File: src/design/rbn_pkg.sv
// Shared types and constants for the ray/box nearest-hit core.
// No dependencies.
package rbn_pkg;
    localparam int unsigned MaxBoxesDefault = 1024;
    localparam int unsigned FracBitsDefault = 16;
    localparam int unsigned DivSteps = 64;

    typedef enum logic [3:0] {
        ST_IDLE,
        ST_LEN,
        ST_CHECK,
        ST_DIV_START,
        ST_DIV_WAIT,
        ST_SLAB,
        ST_FINISH,
        ST_OUT
    } rbn_state_t;

    typedef struct packed {
        logic       load;
        logic       len_step;
        logic       div_start;
        logic       slab_update;
        logic       finish;
        logic       report;
        logic [1:0] axis;
        logic       side;
    } rbn_cmd_t;

    typedef struct packed {
        logic skip;
        logic zero_dir;
        logic zero_miss;
        logic div_done;
        logic last;
        logic len_done;
    } rbn_status_t;
endpackage

File: src/design/rbn_controller.sv
// Controller state machine sequencing the length sum, up to six divisions and report.
// Depends on rbn_pkg.
module rbn_controller
    import rbn_pkg::*;
(
    input  logic        clk,
    input  logic        rst_n,
    input  logic        in_fire,
    input  logic        out_free,
    input  rbn_status_t status,
    output rbn_cmd_t    cmd,
    output logic        in_ready,
    output logic        out_load
);
    rbn_state_t  state_reg, state_next;
    logic [1:0]  axis_reg, axis_next;
    logic        side_reg, side_next;

    always_comb
    begin
        state_next = state_reg;
        axis_next  = axis_reg;
        side_next  = side_reg;
        unique case (state_reg)
            ST_IDLE:
                if (in_fire)
                begin
                    state_next = ST_LEN;
                    axis_next  = 2'd0;
                end
            ST_LEN:
                if (axis_reg == 2'd2)
                    state_next = ST_CHECK;
                else
                    axis_next = axis_reg + 2'd1;
            ST_CHECK:
            begin
                axis_next = 2'd0;
                side_next = 1'b0;
                state_next = status.skip ? ST_FINISH : ST_DIV_START;
            end
            ST_DIV_START:
                state_next = status.zero_dir ? ST_SLAB : ST_DIV_WAIT;
            ST_DIV_WAIT:
                if (status.div_done)
                begin
                    if (!side_reg)
                    begin
                        side_next  = 1'b1;
                        state_next = ST_DIV_START;
                    end
                    else
                        state_next = ST_SLAB;
                end
            ST_SLAB:
            begin
                side_next = 1'b0;
                if (axis_reg == 2'd2)
                    state_next = ST_FINISH;
                else
                begin
                    axis_next  = axis_reg + 2'd1;
                    state_next = ST_DIV_START;
                end
            end
            ST_FINISH:
                state_next = status.last ? ST_OUT : ST_IDLE;
            ST_OUT:
                if (out_free)
                    state_next = ST_IDLE;
            default:
                state_next = ST_IDLE;
        endcase
    end

    always_comb
    begin
        cmd = '0;
        cmd.axis = axis_reg;
        cmd.side = side_reg;
        in_ready = 1'b0;
        out_load = 1'b0;
        unique case (state_reg)
            ST_IDLE:
            begin
                in_ready = 1'b1;
                cmd.load = in_fire;
            end
            ST_LEN:       cmd.len_step = 1'b1;
            ST_DIV_START: cmd.div_start = !status.zero_dir;
            ST_SLAB:      cmd.slab_update = 1'b1;
            ST_FINISH:    cmd.finish = !status.skip;
            ST_OUT:
            begin
                cmd.report = out_free;
                out_load   = out_free;
            end
            default: ;
        endcase
    end

    always_ff @(posedge clk or negedge rst_n)
    begin
        if (!rst_n)
        begin
            state_reg <= ST_IDLE;
            axis_reg  <= '0;
            side_reg  <= 1'b0;
        end
        else
        begin
            state_reg <= state_next;
            axis_reg  <= axis_next;
            side_reg  <= side_next;
        end
    end
endmodule

File: config.mk
export PLATFORM = sky130hd
export DESIGN_NAME = rbn_controller
export DESIGN_NICKNAME = d
export VERILOG_FILES = /design/src/design/rbn_pkg.sv /design/src/design/rbn_controller.sv
export SDC_FILE = /design/constraint.sdc
export NUM_CORES = 1
export LEC_CHECK = 0
export BUFFER_PORTS_ARGS = -buffer_cell sky130_fd_sc_hd__buf_2
export CORE_MARGIN = 2
export CORE_UTILIZATION = 30
export DETAILED_ROUTE_END_ITERATION = 10
export GPL_ROUTABILITY_DRIVEN = 0
export SYNTH_ARGS = -nofsm -noshare
export SYNTH_HDL_FRONTEND = slang
export SYNTH_SLANG_ARGS = --single-unit
export TNS_END_PERCENT = 10
File: constraint.sdc
create_clock -name clk -period 1.7 [get_ports clk]
set_clock_uncertainty 0.05 [all_clocks]
set_input_delay 0.425 -clock clk [delete_from_list [all_inputs] [get_ports clk]]
set_output_delay 0.425 -clock clk [all_outputs]
set_load 0.005 [all_outputs]
==> metrics.txt, run 1 <==
Finished Layout Cells=100; number of global-route vias before repair=~420; Worst Hold Class=in2reg; Initial Utilization=0.3189; critical path class=reg2out; worst slack, placed=0.1310 ns; commonest non-fill, non-tap cell in the layout=buf_2; share of cells above drive strength 1=0.4286; source of the worst hold timing path=out_free; wire per inst=~12 um; Worst setup SP type=flop; via count=slightly above 500; max FFs per register=3; Mapped Cells=between 60 and 70; dpl hpwl=between 800 and 900 um; GRT Util Overall=0.1180; CTS tree=yes; commonest non-fill, non-tap cells in the layout=buf_2 (19), nand2_1 (6), buf_4 (5); Net count, final=97; clock sink count=6; Max-cap violations=0; status=finished, final reports clean; Die ar.=slightly below 2000 um2; setup TNS=0 ns; final setup fails=0; Synth Area in Compound Gates=0.2656; Netlist cell types=26; Power Density=1886 nW/um2; reg-to-reg startpoint=axis_reg[0]; Routed Antenna Nets=0; largest net degree at the start of global routing=17; ant diodes=0; Least-Margin Pin Slew=roughly 0.3 ns; post-synthesis cell area=480.5 um2; Die Ht=around 44 um; Lkg Pwr=0.3261 nW; PortBufs=18; Pre-antenna DRT Iters=4; initial antenna violation count=0; syn nets=slightly above 70; simple logic cell fraction of the synthesized area=0.2526; asr flop ratio synth=1.000; Arr. time, crit path=1.17 ns; num rows=14; Synth Area per Inst=7.876 um2; XOR/XNOR share of the synthesized area=0.01823; fmax=around 600 MHz; Final Max Tran Viols=0; Synth-to-Final Area Change=39.06%; slew margin rel.=0.7990; Worst EP required=1.22 ns; DP Cell Count=91; Clock Pin Slew Worst Setup and Hold Paths=0.04 ns; unrepaired setup endpoints after global routing=true; number of flops mapped to enable cells by yosys=0; post-layout minimum cycle time=1.641 ns; Adder-Cell Fraction of Synth Area=0.02604; CP Launch Point=state_reg[1]; post-synthesis mux area share=0.02083; post-synthesis sequential area ratio=0.3125; Final WS setup=0.05899 ns; Final Hold Viols=0; grt total ovfl=0; Crit. End Element=primary output; worst-skew pair later-pin latency=~0.23 ns; Clock Path Buffers=2; DR iter-0 viols=3; Crit Path Max Fanout=11; io pins=21; DRC Markers=0; post-synthesis register bit count=6; Chip Width=roughly 44 um; htree depth=1; WL final=approximately 1.2 mm; DR vias/cell=roughly 5.1; main combinational cell family by area after synthesis=compound AO/OA/AOI/OAI gates; first-pass GRT wire length=1.731 mm; CTS buffer count=3; dominant synthesized flop cell=dfrtp_1; final period utilization=0.9653; clock root buffer=clkbuf_4; core area=roughly 1500 um2; total of warnings raised by yosys=0; worst vdd ir=approximately 740 uV
synth_stat cells (2+ instances only):
cell	number	share of area
nand2b_1	2	0.026
nor2b_1	3	0.039
o21ai_0	3	0.031
dfrtp_1	6	0.31
nor3b_1	2	0.031
a21oi_1	4	0.042
o22ai_1	2	0.026
nor2_1	4	0.031
nand3_1	2	0.021
o31ai_1	2	0.031
o22a_1	2	0.036
nand2_1	6	0.047
nor3_1	3	0.031
buf_4	2	0.031
inv_1	4	0.031
buf_2	4	0.042
where the power goes:
group | leakage (nW) | switching (mW) | internal, mW | total, mW
combinational | 0.242 | 0.380 | 0.420 | 0.800
sequential | 0.0707 | 0.116 | 0.222 | 0.338
clock | 0.0138 | 0.0424 | 0.0792 | 0.122
total | 0.326 | 0.538 | 0.721 | 1.26
worst max-delay path: stages, from the launching register on:
cell and delay, ns:
dfrtp_2 0.43, buf_6 0.15, nor3_2 0.12, and2_1 0.14
buf_2 0.10
per-layer routing:
metal	vias up	routed length, um	global-route usage
met5	-	0	0
met3	0	69	0.02449
met2	16	523	0.1824
met1	229	571	0.1654
li1	261	-	-
met4	0	0	0.03636
path summary, 6_finish.rpt:
kind | end | slack, ns | depth (start not counted)
setup / recovery | cmd[8] | 0.06 | 4
hold reg to reg | axis_reg[0] | 0.50 | 2
hold / removal | state_reg[1] | 0.37 | 2
min in group asynchronous | side_reg | 0.49 | 2
max in group asynchronous | state_reg[1] | 0.96 | 2
setup reg to reg | state_reg[2] | 0.23 | 6
final cells by class:
| class | count | area (um2) |
|---|---|---|
| inverter | 4 | 15.01 |
| tap | 16 | 20.02 |
| fill | 165 | 838.3 |
| sequential | 6 | 153.9 |
| multi-input combinational | 45 | 302.8 |
| clock buffer | 3 | 22.52 |
| timing repair buffer | 26 | 153.9 |
cells by family after synthesis:
logic type      Yosys count
simple gates             24
compound gates           18
buf+inv                  10
flops                     6
xor+xnor                  1
mux                       1
fa+ha+maj                 1
metrics by stage:
step | instance area (um2) | total power [mW] | utilization | hold slack, ns
3_3_place_gp | 570.5 | 0.9968 | 0.3787 | 0.2061
2_1_floorplan | 480.5 | 0.8284 | - | 0.07941
4_1_cts | 623.1 | 1.172 | 0.4136 | 0.3720
3_5_place_dp | 570.5 | 1.002 | 0.3787 | 0.2051
6_report | 668.1 | 1.260 | 0.4435 | 0.3741
5_1_grt | 668.1 | 1.397 | 0.4435 | 0.3767
timing repair:
action	4_1_cts	5_1_grt
gates resized for setup	6	3
setup buffers	0	5
setup endpoints to repair	6	6
hold buffers	1	0
pin swaps	0	0
endpoints found under the hold margin	6	0
No activity file was read; power rests on OpenSTA's default activity.
==> run 2, diff against run 1 <==
--- a/config.mk
+++ b/config.mk
@@ -6,9 +6,9 @@
 export NUM_CORES = 1
 export LEC_CHECK = 0
 export BUFFER_PORTS_ARGS = -buffer_cell sky130_fd_sc_hd__buf_2
-export CORE_MARGIN = 2
-export CORE_UTILIZATION = 30
+export CORE_AREA = 2 2 39 41
 export DETAILED_ROUTE_END_ITERATION = 10
+export DIE_AREA = 0 0 41 43
 export GPL_ROUTABILITY_DRIVEN = 0
 export SYNTH_ARGS = -nofsm -noshare
 export SYNTH_HDL_FRONTEND = slang
==> run 2 against run 1 <==
Final area did not move. Clock power about the same. Worst setup slack improved by 0.018 ns. Sequential share of layout area unchanged. Global-route usage rose by 2.2 points.
==> metrics.txt, run 2 (synthesis results as in run 1) <==
WL final=1.100 mm (-5.5%); Final Max Tran Viols=0 (unchanged); largest net degree at the start of global routing=17 (unchanged); commonest non-fill, non-tap cells in the layout=buf_2 (18), nand2_1 (6), buf_4 (6), nor2_1 (4), a21oi_1 (4); Crit Path Max Fanout=13 (+2); number of global-route vias before repair=419 (+0.72%); Lkg Pwr=0.3263 nW (about the same); io pins=21 (unchanged); unrepaired setup endpoints after global routing=false; Worst setup SP type=flop; worst vdd ir=832.8 uV (+13%); Worst EP required=1.22 ns (about the same); GRT Util Overall=0.1398 (+0.02182); clock sink count=6 (unchanged); commonest non-fill, non-tap cell in the layout=buf_2; Clock Pin Slew Worst Setup and Hold Paths=0.04 ns (about the same); Least-Margin Pin Slew=0.3087 ns (+0.007704 ns); Storage cell area=153.9 um2 (unchanged); PortBufs=18 (unchanged); Crit. End Element=primary output; Final WS setup=0.07745 ns (+0.01847 ns); num rows=14 (unchanged); initial antenna violation count=0 (unchanged); grt total ovfl=0 (unchanged); Arr. time, crit path=1.15 ns (-0.02 ns); dpl hpwl=783.4 um (-4.3%); Final Hold Viols=0 (unchanged); critical path class=reg2out; share of cells above drive strength 1=0.4353 (+0.006723); Pre-antenna DRT Iters=4 (unchanged); Finished Layout Cells=101 (+1.0%); hold depth=2 (unchanged); status=finished, final reports clean; CTS buffer count=3 (unchanged); DR vias/cell=5.149 (+1.7%); Initial Utilization=0.3472 (+0.02826); worst-skew pair later-pin latency=0.23 ns (about the same); Worst Hold Class=in2reg; via count=520 (+2.8%); Chip Width=41 um (-6.9%); slew margin rel.=0.7938 (-0.005147); Max-cap violations=0 (unchanged); ant diodes=0 (unchanged); Clock Path Buffers=2 (unchanged); final period utilization=0.9544 (-0.01086); first-pass GRT wire length=1.738 mm (+0.40%); max FFs per register=3 (unchanged); DRC Markers=0 (unchanged); Multi-input gate area=295.3 um2 (-2.5%); Synth-to-Final Area Change=39.06% (unchanged); Power Density=1891 nW/um2 (+0.28%); fillers=149 (-9.7%); Die Ht=43 um (-2.3%); wire per inst=10.89 um (-6.4%); core area=1384 um2 (-8.1%); clock root buffer=clkbuf_4; FF-to-FF path depth=5 (-1); Die ar.=1763 um2 (-9.0%); Net count, final=98 (+1.0%); htree depth=1 (unchanged); worst slack, placed=0.1485 ns (+0.01750 ns); DR iter-0 viols=8 (+5); Routed Antenna Nets=0 (unchanged); CTS tree=yes; DP Cell Count=92 (+1.1%); post-layout minimum cycle time=1.623 ns (-0.01847 ns); fmax=616.3 MHz (+1.1%); final setup fails=0 (unchanged)
## run 2: changes by cell type in the layout (fill, tap and decap cells not counted), sizes merged
cell / delta
clkbuf: +1
## run 2: worst max-delay path, cell delays in order, from the launching register on
cell,delay [ns]
dfrtp_2,0.45
buf_6,0.16
nor3_1,0.17
buf_2,0.13
## run 2: stage by stage
step / utilization / hold slack, ns / cell area [um2] / TNS, ns / power, mW
after floorplan: - / 0.07941 / 480.5 / 0 / 0.8284
after detailed placement: 0.4177 / 0.1994 / 578.1 / 0 / 1.014
after global routing: 0.4828 / 0.3720 / 668.1 / 0 / 1.403
final: 0.4828 / 0.3761 / 668.1 / 0 / 1.263
after global placement: 0.4177 / 0.2035 / 578.1 / 0 / 1.016
after CTS: 0.4439 / 0.3733 / 614.3 / -0.003602 / 1.151
## run 2: worst paths after layout
check                      slack [ns]         start      endpoint
max                              0.08  state_reg[0]        cmd[4]
min in group asynchronous        0.49         rst_n   axis_reg[0]
min                              0.38      out_free  state_reg[1]
min reg2reg                      0.50   axis_reg[0]   axis_reg[0]
max reg2reg                      0.18  state_reg[2]  state_reg[1]
max in group asynchronous        0.96         rst_n  state_reg[0]
## run 2: cell type report
| type | instances | area share |
|---|---|---|
| multi-input combinational | 45 | 0.4419 |
| timing repair buffer | 27 | 0.2416 |
| sequential | 6 | 0.2303 |
| clock buffer | 3 | 0.03371 |
| tap | 16 | 0.02996 |
| inverter | 4 | 0.02247 |
## run 2: routing by layer
metal | up-vias | wire, um | GRT usage
met4 | 0 | 0 | 0.06000
met2 | 12 | 533 | 0.1906
met3 | 0 | 55 | 0.01571
met1 | 240 | 511 | 0.2152
met5 | - | 0 | 0
li1 | 268 | - | -
## run 2: repair_timing
action	CTS	global route
endpoints found under the hold margin	6	0
hold buffers	1	0
buffers inserted	0	5
gates resized for setup	3	5
setup endpoints to repair	7	8
pin swaps	0	0
## run 2: where the power goes
group / total, mW / switching, mW / internal [mW]
logic: 0.802 / 0.378 / 0.424
registers: 0.340 / 0.118 / 0.223
clock network: 0.121 / 0.0419 / 0.0792
total: 1.26 / 0.538 / 0.726
